<file path="config.mk">
export PLATFORM = sky130hd
export DESIGN_NAME = gcbi_controller
export DESIGN_NICKNAME = d
export VERILOG_FILES = /design/src/gcbi_pkg.sv /design/src/gcbi_controller.sv
export SDC_FILE = /design/constraint.sdc
export NUM_CORES = 1
export LEC_CHECK = 0
export BUFFER_PORTS_ARGS = -buffer_cell sky130_fd_sc_hd__buf_2
export CORE_AREA = 3 3 40 42
export DETAILED_ROUTE_END_ITERATION = 7
export DIE_AREA = 0 0 43 45
export GPL_TIMING_DRIVEN = 0
export MAX_ROUTING_LAYER = met4
export PLACE_DENSITY_LB_ADDON = 0.2
export REMOVE_ABC_BUFFERS = 1
export SKIP_LAST_GASP = 1
export SLEW_MARGIN = 10
export SYNTH_ARGS = -nofsm -noshare
export SYNTH_HDL_FRONTEND = slang
export SYNTH_SLANG_ARGS = --single-unit
export TNS_END_PERCENT = 20
</file>
<file path="constraint.sdc">
create_clock -name clk -period 1.5 [get_ports clk]
set_input_delay 0 -clock clk [delete_from_list [all_inputs] [get_ports clk]]
set_output_delay 0 -clock clk [all_outputs]
set_load 0.02 [all_outputs]
</file>
<file path="src/gcbi_pkg.sv">
`timescale 1ns / 1ps
package gcbi_pkg;
  localparam int MAX_CELLS_DEF  = 256;
  localparam int ANGLE_BITS_DEF = 16;
  localparam int POWER_BITS_DEF = 32;
  localparam int TWO_PI_Q12     = 25736;
  localparam int CFG_IDX_BITS   = 2;
  localparam int CFG_DATA_BITS  = 15;
  localparam logic [1:0] CFG_MIN_ELEV  = 2'd0;
  localparam logic [1:0] CFG_HALF_STEP = 2'd1;
  localparam logic [1:0] CFG_CELLS     = 2'd2;
  localparam logic [1:0] ST_LOADED       = 2'd0;
  localparam logic [1:0] ST_INTERPOLATED = 2'd1;
  localparam logic [1:0] ST_BELOW_MIN    = 2'd2;
  localparam logic [1:0] ST_NO_CELL      = 2'd3;

  typedef enum logic [3:0] {
    S_IDLE, S_READ, S_CHECK, S_MUL, S_PROD, S_DIV1, S_MUL2, S_DIV2, S_DONE
  } gcbi_state_t;

  typedef struct packed {
    logic load;      // write table, answer loaded
    logic qstart;    // latch query, prepare angles
    logic rd;        // issue table read at scan index
    logic adv;       // scan index + 1
    logic take;      // latch weights of the matching cell
    logic mul1;      // form first products
    logic div_go;    // start divider
    logic mul2;      // form second products
    logic emit;      // strobe the result
  } gcbi_cmd_t;

  typedef struct packed {
    logic below;     // query below minimum elevation
    logic hit;       // current cell contains point
    logic last;      // scan index at end
    logic div_done;
  } gcbi_sts_t;
endpackage

</file>
<file path="src/gcbi_controller.sv">
`timescale 1ns / 1ps
module gcbi_controller (
  input  logic                clk,
  input  logic                rst_n,
  input  logic                start,
  input  logic                in_mode,
  input  gcbi_pkg::gcbi_sts_t sts,
  output gcbi_pkg::gcbi_cmd_t cmd,
  output logic                busy
);
  import gcbi_pkg::*;
  gcbi_state_t state_r, state_nxt;
  logic ph_r, ph_nxt; // 0 first divide, 1 second

  always_comb begin
    state_nxt = state_r; ph_nxt = ph_r;
    unique case (state_r)
      S_IDLE:  if (start && in_mode) state_nxt = S_READ;
      S_READ:  state_nxt = S_CHECK;
      S_CHECK: begin
        if (sts.below || sts.last) state_nxt = S_DONE;
        else                       state_nxt = S_MUL;
      end
      S_MUL:   state_nxt = sts.hit ? S_PROD : S_READ;
      S_PROD:  state_nxt = S_DIV2;
      S_DIV1:  begin
        if (sts.div_done) begin
          state_nxt = ph_r ? S_DONE : S_MUL2;
          ph_nxt = 1'b1;
        end
      end
      S_MUL2:  state_nxt = S_DIV2;
      S_DIV2:  state_nxt = S_DIV1;
      S_DONE:  begin state_nxt = S_IDLE; ph_nxt = 1'b0; end
      default: state_nxt = S_IDLE;
    endcase
  end

  always_comb begin
    cmd = '0;
    unique case (state_r)
      S_IDLE:  begin
        cmd.load   = start && !in_mode;
        cmd.qstart = start && in_mode;
      end
      S_READ:  cmd.rd = 1'b1;
      S_CHECK: ;
      S_MUL:   begin
        cmd.take = sts.hit;
        cmd.adv  = !sts.hit;
      end
      S_PROD:  cmd.mul1 = 1'b1;
      S_DIV1:  ;
      S_MUL2:  cmd.mul2 = 1'b1;
      S_DIV2:  cmd.div_go = 1'b1;
      S_DONE:  cmd.emit = 1'b1;
      default: ;
    endcase
  end

  always_ff @(posedge clk) begin
    if (!rst_n) begin
      state_r <= S_IDLE; ph_r <= 1'b0;
    end else begin
      state_r <= state_nxt; ph_r <= ph_nxt;
    end
  end

  assign busy = (state_r != S_IDLE);
endmodule

</file>
==> results of run 1 <==
-- cell families (layout without fill, tap and decap cells) --
family,Yosys count,after routing
buffers and inverters,4,21
flip-flops,5,5
AO/OA/AOI/OAI,12,12
AND/OR/NAND/NOR,31,31
-- layer usage --
| metal | share of wire, % | wire length [um] |
|---|---|---|
| met5 | 0 | 0 |
| met4 | 0 | 0 |
| met3 | 5.5 | 53 |
| met2 | 40 | 386 |
| met1 | 54 | 521 |
-- worst register-to-register path: stages (launching register included) --
cell,delay [ns]
sky130_fd_sc_hd__dfxtp_1,0.63
sky130_fd_sc_hd__nor3_1,0.14
sky130_fd_sc_hd__a211oi_2,0.27
sky130_fd_sc_hd__o31a_1,0.18
sky130_fd_sc_hd__o21a_1,0.10
-- path summary, 6_finish.rpt --
kind | from | end | slack [ns] | cells past startpoint
worst max-delay path | state_r[0] | cmd[0] | 0.11 | 3
worst min-delay path | rst_n | state_r[0] | 0.01 | 2
worst max register to register | state_r[0] | state_r[0] | 0.13 | 4
worst min register to register | ph_r | state_r[3] | 0.54 | 2
-- through the flow --
step	total power [mW]	utilization (%)	area, sq um	TNS (ns)
after detailed placement	0.2559	39.44	506.7	-0.003122
final	0.4016	41.77	536.8	0
after CTS	0.4118	41.58	534.3	-0.0005361
after global routing	0.4287	41.77	536.8	0
after floorplan	0.2192	-	402.9	0
after global placement	0.2550	39.44	506.7	0
-- sequential cells by signal (all words and copies together), names as in the netlist --
name and flops:
ph_r 1, state_r 4
-- cells in the final DEF, fill, tap and decap left out, types with 2 or more instances in the layout --
master	Yosys	routed
sky130_fd_sc_hd__clkbuf_4	2	3
sky130_fd_sc_hd__a21o_1	2	2
sky130_fd_sc_hd__buf_2	0	17
sky130_fd_sc_hd__dfxtp_2	0	3
sky130_fd_sc_hd__nand2b_1	2	2
sky130_fd_sc_hd__nand2_1	5	5
sky130_fd_sc_hd__dfxtp_1	5	2
sky130_fd_sc_hd__o21a_1	2	2
sky130_fd_sc_hd__nor2_1	7	7
sky130_fd_sc_hd__nor3_1	3	3
sky130_fd_sc_hd__a21oi_1	2	2
-- power groups by stage --
stage                     sequential (mW)  combinational [mW]  clock (mW)
after floorplan                     0.154              0.0650           0
after global placement              0.159              0.0962           0
after detailed placement            0.159              0.0973           0
after CTS                           0.157              0.0977       0.157
after global routing                0.159               0.107       0.164
final                               0.157              0.0965       0.148
-- cell type report --
type | instances | share of cell area [%]
Tap cell | 15 | 3.497
Clock buffer | 4 | 4.895
Timing Repair Buffer | 17 | 15.85
Sequential cell | 5 | 19.35
Multi-Input combinational cell | 43 | 56.41
==> results by stage, run 1 <==
Logic synthesis:
- After synthesis, the most frequently instantiated cells are sky130_fd_sc_hd__nor2_1, sky130_fd_sc_hd__dfxtp_1, sky130_fd_sc_hd__nand2_1, sky130_fd_sc_hd__nor3_1.
- The share of the Yosys chip area taken by registers is 22.92%.
- In the synthesized netlist the async set-or-reset flop fraction comes to 0%.
- The Yosys step of the flow raised 0 warnings.
- The prevailing post-synth register cell is sky130_fd_sc_hd__dfxtp_1.
- The synthesized netlist devotes 49.28% of its cell area to simple gates.
- Summed over all instances, the cell type with the most area after synthesis is sky130_fd_sc_hd__dfxtp_1.
- The synthesized instance count is 52.
- The number of synthesized register bits is 5.
- By area, the combinational part of the netlist is dominated by simple AND/OR/NAND/NOR gates.
- The post-synthesis instance area is about 440 sq um.
- After synthesis, the mean cell area works out to 8.397 sq um.
- The adder-cell share of the synthesized area is 0%.
- Among all cell types in the netlist, the one instantiated most often is sky130_fd_sc_hd__nor2_1.
- After synthesis, the netlist uses 31 different library cells.
- The portion of synthesized area spent on multiplexers is 0%.
- Summing the areas of all compound-gate instances in the mapped netlist gives 20.06% of the synthesized area.
- The xor/xnor cell area share of the yosys netlist is 0%.
- By area the synthesized netlist is led by sky130_fd_sc_hd__dfxtp_1, sky130_fd_sc_hd__nor2_1, sky130_fd_sc_hd__nor4b_4, sky130_fd_sc_hd__nand2_1, sky130_fd_sc_hd__nor3_1.
- The synthesized design contains 0 enable-type register cells.
- The share of the synthesized area in the top cell type is between 20% and 30%.

Setup path:
- The maximum fanout encountered on the critical timing path is 14.
- The kind of critical path is register to output pin.
- The slowest stage of the critical path is the sky130_fd_sc_hd__dfxtp_1 cell.
- For the worst setup path, the data required time is roughly 1.5 ns.
- Together, buffers and inverters on the worst path number 1.
- STA puts the critical path data arrival time at between 1 and 1.5 ns.
- On the worst path, the slowest cell contributes a delay of approximately 0.46 ns.
- Walking the worst path, the cells encountered are nor3_1 -> and2_1 -> buf_2.
- STA classifies the critical path endpoint as an output pin.
- The worst setup path is launched from a register.
- The largest delay contributor family on the critical path is simple AND/OR/NAND/NOR gates.

GRT:
- The first global-routing pass estimated about 1600 um of wire.
- Entering global routing, the biggest net connects 15 pins.
- In the global route stage, met1 resource usage came out at between 10% and 20%.
- In the global route stage, met3 resource usage came out at under 10%.
- The initial antenna violation count is 0.
- The all-layer global routing usage is between 10% and 20%.
- The total overflow left after global routing is 0.
- The global routing's busiest layer is met1.
- The via count of the first global-routing pass is approximately 360.
- The met2 layer usage reported by global route is 12.87%.

Timing:
- The worst path in the final design needs a cycle of between 1 and 1.5 ns, including I/O delays and setup.
- The worst clock skew on the final layout is 0.0005428 ns.
- The fmax is 718.3 MHz.
- Setup repair after global routing left no endpoint under its margin.
- The max-slew headroom at the worst pin is 66.02%.
- For the pin with the worst max-slew slack, the measured transition is 0.5090 ns.
- The worst hold slack is ~0.014 ns.
- The worst-case setup margin in the final layout is 0.1077 ns.
- Setup violations remaining at the end of the flow were counted as 0.
- The number of hold-slack violations in the final timing report came to 0.
- The count of final max-slew check failures is 0.
- Dividing the final minimum period by the clock period gives ~93%.

Floorplanning:
- The placeable core area is 1285 sq um.
- The die extent in y is roughly 45 um.
- The die covers 1935 sq um.
- The number of cell rows is 13.
- The chip width is 43 um.
- The effective utilization at floorplan is 33.98%.
- In this run the count of I/O pins placed on the die edge is 18.

Cells and area:
- Fill cells in the final layout number ~150.
- The fraction of final layout cells sized beyond drive strength 1 is approximately 43%.
- The register area is 103.9 sq um.
- The layout overhead on the synthesized area is 22.92%.
- The number of inserted diodes is 0.
- The number of standard cells in the final layout excluding fillers is 84.
- Summing all multi-input logic gate instances after layout gives 302.8 sq um.
- At the end of the flow, the number of nets in the layout was 78.

Place:
- The total placed cells including tap cells is 80.
- The final weighted congestion in routability-driven placement is 0.7799.
- The count of buffers from port buffering is 17.
- Prior to clock tree synthesis, the placed netlist has a worst setup slack of -0.003122 ns.
- The placed wire-length estimate after detailed placement is 721.1 um.

Route:
- The per-cell routed wire length is around 11 um.
- The detailed-router iteration count before antenna repair is 3.
- For this block, the initial DRC count from the detailed router was 1.
- The remaining number of nets flagged by the antenna check after routing is 0.
- For this block, the routed nets add up to 961 um of wire.
- Detailed routing inserted a total of around 420 vias.
- Using the TritonRoute via totals, the vias-per-cell ratio works out to roughly 5.0.
- The post-route DRC violation count is 0.

Power and ir drop:
- The portion of total power attributed to the clock network is a little under two fifths.
- For this design the total switching power over the nets is ~0.12 mW.
- The cell internal power dissipation is roughly 0.28 mW.
- In this run, flip-flops and latches consume 39.2% of the power.
- In this run switching power makes up just under 30% of total power.
- The leakage power total is 0.2574 nW.
- VDD sags by at most 403.9 uV.
- The power per unit of standard cell area is 748.1 nW/um^2.
- The fraction of power consumed by combinational cells is 24.0%.

Worst hold path:
- The path class of the tightest hold or removal check is input pin to register.

Run:
- The number of max-capacitance violations reported is 0.

Clocking:
- CTS built an H-tree with a depth of 1.
- The TritonCTS clock tree is yes.
- After clock tree synthesis, the setup repair step added 0 buffers.
- The root buffer cell chosen for the clock tree is sky130_fd_sc_hd__clkbuf_4.
- The clock tree buffer depth is 2.
- The number of hold buffers added after CTS was 0.
- The count of cells resized by post-cts repair is 1.
- The clock-pin slew of the registers on the worst-case setup and hold paths is around 0.040 ns.
- The clock net in this run drives a total of 5 sinks.
- The insertion delay of the later-clocked pin in the worst-skew pair is approximately 0.23 ns.
- The number of buffers inserted during clock tree synthesis is 3.

Status:
- The run finished with clean final reports.
No activity file was read; power rests on OpenSTA's default activity.
==> run 2: changes to the inputs <==
--- a/config.mk
+++ b/config.mk
@@ -6,13 +6,12 @@
 export NUM_CORES = 1
 export LEC_CHECK = 0
 export BUFFER_PORTS_ARGS = -buffer_cell sky130_fd_sc_hd__buf_2
-export CORE_AREA = 3 3 40 42
+export CORE_AREA = 2 2 39 41
 export DETAILED_ROUTE_END_ITERATION = 7
-export DIE_AREA = 0 0 43 45
+export DIE_AREA = 0 0 41 43
 export GPL_TIMING_DRIVEN = 0
 export MAX_ROUTING_LAYER = met4
 export PLACE_DENSITY_LB_ADDON = 0.2
-export REMOVE_ABC_BUFFERS = 1
 export SKIP_LAST_GASP = 1
 export SLEW_MARGIN = 10
 export SYNTH_ARGS = -nofsm -noshare
==> run 2 against run 1 <==
Effect of this change:
- clock skew fell by 0.00050 ns
- critical path depth grew 2
- first-iteration DRC count grew to 7.0 times the previous value
- global-route usage is 1.8 points higher
- cell count is 7.1% higher
- largest power group is now the clock network
- critical path type unchanged
- flip-flop and latch count unchanged
- core utilization stayed put
- register-to-register slack improved by 0.18 ns
- critical endpoint is now cmd[8]
- fmax is 2.6% higher
- sequential share of layout area is 2.0 points lower
- non-clock buffer count grew 5
==> results by stage, run 2 (synthesis gave the netlist of run 1 again) <==
Floorplanning:
- The effective utilization at floorplan is a little under a third.
- The number of cell rows is 14.
- The placeable core area is approximately 1400 sq um.
- In this run the count of I/O pins placed on the die edge is 18.
- The die is around 41 um wide.
- The die covers ~1800 sq um.
- In this run the vertical extent of the chip is roughly 43 um.

Timing:
- At the pin with the least slew margin, the transition time is about 0.3 ns.
- After routing, the total negative slack on setup checks comes to 0 ns.
- The count of final max-slew check failures is 0.
- The final critical-path required period is between 1 and 1.5 ns.
- The number of hold-slack violations in the final timing report is 0.
- The worst clock skew on the final layout is 0.00004244 ns.
- The ratio of final minimum period to clock period is 90.50%.
- Setup violations remaining at the end of the flow were counted as 0.
- Setup repair after global routing left no endpoint under its margin.
- The worst hold slack is ~0.13 ns.
- Timing would allow up to ~740 MHz.
- Headroom to the max-slew limit came out at about four fifths.

Cells and area:
- Leaving out fill and tap cells, the most frequent cell in the layout is sky130_fd_sc_hd__buf_2.
- In the layout the commonest cells are sky130_fd_sc_hd__buf_2, sky130_fd_sc_hd__nor2_1, sky130_fd_sc_hd__clkbuf_4, sky130_fd_sc_hd__nand2_1, sky130_fd_sc_hd__dfxtp_1.
- The filler cells instantiated in the layout total around 150.
- Leaving out filler cells and counting taps, the final layout contains 90.
- The layout overhead on the synthesized area is 32.38%.
- The number of flip-flops under the largest register name is 4.
- For this run, the share of the core covered by cells in the final layout is 41.77%.
- The register bank with the most flops is state_r.
- The largest registers in the layout are state_r (4), ph_r (1).
- Of the cells placed in the final design, the portion with a size suffix greater than 1 is approximately two fifths.
- The final net count is 83.
- The number of inserted diodes is 0.

Route:
- In the routed design, unresolved DRC markers number 0.
- The total via count in the routed design is 438.
- The remaining number of nets flagged by the antenna check after routing is 0.
- The detailed-router iteration count before antenna repair is 3.
- The routed design has roughly 980 um of wire.
- The per-cell routed wire length is approximately 11 um.
- The number of vias per cell after detailed routing is 4.867.
- In this run, the number of DRC markers left after iteration 0 of detailed routing was 7.

Place:
- The total placed cells including tap cells is 85.
- Input and output buffers added on the ports amount to 17.
- The final weighted congestion in routability-driven placement is roughly 0.73.
- The placed wire-length estimate after detailed placement is between 700 and 800 um.

Setup path:
- On the critical path the largest part of the delay comes from simple AND/OR/NAND/NOR gates.
- The endpoint identified for the worst register-to-register timing path is state_r[2].
- The worst-path cell with the longest stage delay is sky130_fd_sc_hd__dfxtp_1.
- Following the worst setup path forward leads to its endpoint at cmd[8].
- The kind of critical path is register to output pin.
- The number of buffers and inverters on the critical path is 2.
- The data arrival time at the worst-slack endpoint is 1.36 ns.
- In this run the critical register-to-register path is launched from state_r[0].
- The required time at the endpoint of the critical path is about 1.5 ns.
- In this run the worst setup path begins at state_r[2].
- The stage delay of the slowest cell on the critical path is between 0.3 and 0.4 ns.
- The path depth of the worst reg2reg path is 5.
- The reg2reg setup slack is about 0.31 ns.
- The capturing element type of the critical path is an output pin.
- Walking the worst path, the cells encountered are buf_6 -> nor2_2 -> nand2_1 -> nor3b_1 -> buf_2.
- STA classifies the critical path startpoint as a register.
- The cell count along the critical path is 5.
- The maximum fanout encountered on the critical timing path is 10.

Power and ir drop:
- The analysis attributes to cell leakage a power of between 0.2 and 0.3 nW.
- The overall power is 0.4109 mW.
- The maximum vdd drop is around 370 uV.
- For this design the ratio of total power to cell area is just over 700 nW/um^2.

Clocking:
- After clock tree synthesis, the clock-pin slew on the worst setup and hold paths is roughly 0.040 ns.
- Buffers inserted during clock tree synthesis total 3.
- For the worst-skew pair, the clock arrives at the later sink with an insertion delay of 0.24 ns.
- The CTS sink count is 5.
- The cell sitting at the root of the clock tree is a sky130_fd_sc_hd__clkbuf_4.
- In this run, post-CTS repair resized a total of 0 instances.
- In this run the number of H-tree levels came out at 1.
- The clock tree buffer depth is 2.
- TritonCTS built the clock tree.

GRT:
- The overflow left after global routing is 0.
- The initial antenna violation count is 0.
- The first-pass GRT wire length is 1469 um.
- The largest net degree at the start of global routing is 11.
- The all-layer global routing usage is around 13%.
- The via count of the first global-routing pass is ~370.

Logic synthesis:
- Synthesis produced a netlist with a net count of 60.

Run:
- Across the run, the number of max-cap violations was 0.

Worst hold path:
- The worst hold path passes through 3 cells.
- The tightest min-delay check is of the input pin to register type.

Status:
- The run finished with clean final reports.
[run 2: cell types whose count changed in the layout (fill, tap and decap cells not counted)]
cell                            before  now
sky130_fd_sc_hd__dfxtp_1             2    5
sky130_fd_sc_hd__dfxtp_2             3    0
sky130_fd_sc_hd__clkbuf_4            3    5
sky130_fd_sc_hd__buf_4               0    1
sky130_fd_sc_hd__buf_6               0    1
sky130_fd_sc_hd__dlygate4sd3_1       0    1
[run 2: report_power, final]
part / total [mW] / switching, mW / internal, mW
clock: 0.150 / 0.0496 / 0.100
combinational: 0.117 / 0.0652 / 0.0517
sequential: 0.144 / 0.00577 / 0.138
[run 2: worst min path at each step]
stage	from	slack (ns)	end
2_1_floorplan	sts[2]	0.04	cmd[5]
3_3_place_gp	rst_n	0.25	state_r[2]
6_report	sts[0]	0.13	ph_r
3_5_place_dp	rst_n	0.25	state_r[0]
4_1_cts	sts[0]	0.12	state_r[0]
5_1_grt	sts[0]	0.15	state_r[0]
[run 2: per-layer routing]
| layer | wire length, um | GRT usage, % | part of all wire, % |
|---|---|---|---|
| met5 | 0 | - | 0 |
| met4 | 0 | 8.000 | 0 |
| met3 | 36 | 1.571 | 3.7 |
| met2 | 439 | 17.81 | 45 |
| met1 | 500 | 16.77 | 51 |
[run 2: through the flow]
step	setup WS, ns	instance area (sq um)
floorplan	0.1333	436.7
finish	0.1424	578.1
global route	0.003654	578.1
detailed placement	0.3017	541.8
CTS	0.1169	578.1
global placement	0.3064	541.8
[run 2: tightest hold or removal path: cells and delay by family]
family | cells | cell delay [ns]
simple gates | 1 | 0.15
buf+inv | 1 | 0.11
compound gates | 1 | 0.07
[run 2: layout make-up]
class                   instances  area (sq um)  share of cell area, %
clock buffers                   4         26.28                  4.545
plain buffers                   4         33.78                  5.844
flip-flops and latches          5         100.1                  17.32
multi-input cells              43         302.8                  52.38
repair buffers                 18         95.09                  16.45
well taps                      16         20.02                  3.463
[run 2: timing repair]
action                    4_1_cts  5_1_grt
setup buffers                   0        0
hold buffers                    1        0
hold endpoints to repair        1        0
==> run 3: changes to the inputs <==
--- a/config.mk
+++ b/config.mk
@@ -7,6 +7,7 @@
 export LEC_CHECK = 0
 export BUFFER_PORTS_ARGS = -buffer_cell sky130_fd_sc_hd__buf_2
 export CORE_AREA = 2 2 39 41
+export CTS_BUF_LIST = sky130_fd_sc_hd__clkbuf_8 sky130_fd_sc_hd__clkbuf_16
 export DETAILED_ROUTE_END_ITERATION = 7
 export DIE_AREA = 0 0 41 43
 export GPL_TIMING_DRIVEN = 0
==> run 3 against run 2 <==
Effect of this change:
- critical path depth did not move
- clock-buffer cell count fell by 1
- cell count fell by 1.1%
- register-to-register slack barely moved
- core utilization rose by 0.63 points
- setup slack improved by 0.013 ns
- non-clock buffer count fell by 1
- sequential power barely moved
- global-route usage fell by 0.10 points
- clock skew barely moved
- combinational power barely moved
==> results by stage, run 3 (synthesis gave the netlist of run 1 again) <==
Status:
- The flow ran to the end, and the final reports show no timing, DRC or antenna violations.

Place:
- At the end of routability-driven placement, the weighted congestion stood at 0.7313.
- The post-detailed-placement cell area is approximately 540 sq um.
- The placed wire-length estimate after detailed placement is around 750 um.
- The count of buffers from port buffering is 17.

Power and ir drop:
- Summed over all cells, the static leakage comes to between 0.2 and 0.3 nW.
- The maximum vdd drop is around 530 uV.
- The power per unit of standard cell area is ~850 nW/um^2.

Route:
- The first routing iteration left 6 violations.
- Detailed routing inserted a total of 440 vias.
- In the routed layout, each cell is associated on average with a via count of between 4 and 5.
- The per-cell routed wire length is roughly 11 um.
- The detailed-router iteration count before antenna repair is 3.
- The final layout contains routed wiring with a total length of roughly 990 um.
- The count of nets left with antenna violations once routing finished came out at 0.
- The post-route DRC violation count is 0.

Clocking:
- Buffers inserted to repair hold after CTS numbered 0.
- The root buffer cell is sky130_fd_sc_hd__clkbuf_8.
- Once the clock tree was built, the resizer swapped 0 gates to a different size.
- For this design, the sink count on the clock tree is 5.
- Clock tree synthesis inserted a total of 3 buffers.
- CTS built an H-tree with a depth of 1.
- The post-CTS setup buffer count is 0.
- Clock-pin slew was measured on the worst setup and hold paths at 0.03 ns.
- Clock latency on the worst-skew pair, taken at its later pin, is around 0.22 ns.
- The clock tree buffer depth is 2.
- TritonCTS built the clock tree.

Cells and area:
- The number of flip-flops under the largest register name is 4.
- The number of antenna diodes in the final layout is 0.
- After filler insertion, the fill cell instance count of the layout stands at 148.
- The top cell types in the final layout, fill and taps aside, are sky130_fd_sc_hd__buf_2, sky130_fd_sc_hd__nor2_1, sky130_fd_sc_hd__nand2_1, sky130_fd_sc_hd__dfxtp_1.
- The final instance area is 586.8 sq um.
- In the final layout, the registers with the most flip-flops are state_r (4), ph_r (1).
- At the end of the flow, the number of nets in the layout was between 80 and 90.
- The post-route netlist has a little over two fifths of its cells at a drive strength greater than 1.
- The most common library cell in the layout ignoring fill and taps is sky130_fd_sc_hd__buf_2.
- The layout overhead on the synthesized area is 34.38%.
- The register bank with the most flops is state_r.

Timing:
- The worst clock skew on the final layout is between 0.0002 and 0.00025 ns.
- Setup violations remaining at the end of the flow were counted as 0.
- The number of hold-slack violations in the final timing report is 0.
- Setup repair after global routing left no endpoint under its margin.
- The fmax is approximately 740 MHz.
- Measured against its own limit, the worst slew margin works out to approximately four fifths.
- The worst path needs between 1 and 1.5 ns of the cycle, external delays included.
- The count of final max-slew check failures came to 0.
- The ratio of final minimum period to clock period is roughly nine tenths.
- The sum of negative setup slack is 0 ns.
- The slew of the pin with the lowest slew margin is a little over 0.3 ns.
- Across all hold checks on the routed design, the worst slack comes to ~0.023 ns.

GRT:
- The total overflow left after global routing is 0.
- The via count of the first global-routing pass came to 350.
- The first global-routing pass estimated ~1500 um of wire.
- Across every metal layer, demand over resource in global routing totals between 10% and 20%.
- Entering global routing, the biggest net connects 11 pins.
- The initial antenna violation count is 0.

Setup path:
- In this run the worst path has a maximum fanout of 10.
- The data arrival time at the worst-slack endpoint is around 1.3 ns.
- The kind of critical path is register to output pin.
- For the worst setup path, the data required time is about 1.5 ns.
- The critical path startpoint category is a register.
- The capturing element type of the critical path is an output pin.

Floorplanning:
- The die covers between 1500 and 2000 sq um.
- The core region is approximately 1400 sq um.
- The chip width is 41 um.
- The die is about 43 um tall.
- 18 I/O pins were placed.
- The number of cell rows is 14.
- The effective utilization at floorplan is between 30% and 40%.

Run:
- The number of max-capacitance violations reported is 0.

Logic synthesis:
- The post-synth net total is 60.

Worst hold path:
- The class of the tightest hold or removal check is input pin to register.
-- run 3: changes by cell type in the layout (fill, tap and decap cells not counted) --
cell / previous run / this run
sky130_fd_sc_hd__clkbuf_8: 0 / 3
sky130_fd_sc_hd__clkbuf_4: 5 / 2
sky130_fd_sc_hd__clkbuf_1: 1 / 0
sky130_fd_sc_hd__dlygate4sd3_1: 1 / 0
sky130_fd_sc_hd__inv_1: 0 / 1
-- run 3: worst max-delay path, stage by stage (launching register included) --
cell and delay, ns:
sky130_fd_sc_hd__dfxtp_1 0.36, sky130_fd_sc_hd__buf_6 0.17, sky130_fd_sc_hd__nor2_2 0.16, sky130_fd_sc_hd__nand2_1 0.09, sky130_fd_sc_hd__nor3b_1 0.16, sky130_fd_sc_hd__buf_2 0.19
-- run 3: cell type report --
type	instances	area, sq um	area share [%]
Tap cell	16	20.02	3.412
Clock buffer	3	41.29	7.036
Sequential cell	5	100.1	17.06
Buffer	4	33.78	5.757
Timing Repair Buffer	17	85.08	14.50
Multi-Input combinational cell	43	302.8	51.60
Clock inverter	1	3.754	0.6397
-- run 3: power breakdown --
part	switching (mW)	internal, mW
clock network	0.0634	0.175
registers	0.00580	0.139
logic	0.0649	0.0500
-- run 3: per-stage QoR --
| stage | total power, mW | utilization, % | instances | setup slack (ns) |
|---|---|---|---|---|
| after floorplan | 0.2259 | - | 52 | 0.1333 |
| after global placement | 0.2619 | 39.15 | 85 | 0.3064 |
| after detailed placement | 0.2615 | 39.15 | 85 | 0.3017 |
| after CTS | 0.5075 | 42.41 | 89 | 0.1443 |
| after global routing | 0.5225 | 42.41 | 89 | 0.02899 |
| final | 0.4980 | 42.41 | 89 | 0.1551 |
-- run 3: final timing paths --
check / from / end / slack [ns] / cells after the start
worst max-delay path: state_r[2] / cmd[8] / 0.16 / 5
worst min-delay path: rst_n / state_r[0] / 0.02 / 2
worst min register to register: ph_r / state_r[3] / 0.56 / 2
worst max register to register: state_r[3] / state_r[0] / 0.31 / 4
-- run 3: layer usage --
layer / up-vias / GRT usage, % / wire length (um)
met1: 192 / 17.10 / 509
met3: 2 / 1.571 / 38
li1: 234 / - / -
met4: 0 / 8.000 / 20
met5: - / - / 0
met2: 12 / 17.19 / 421
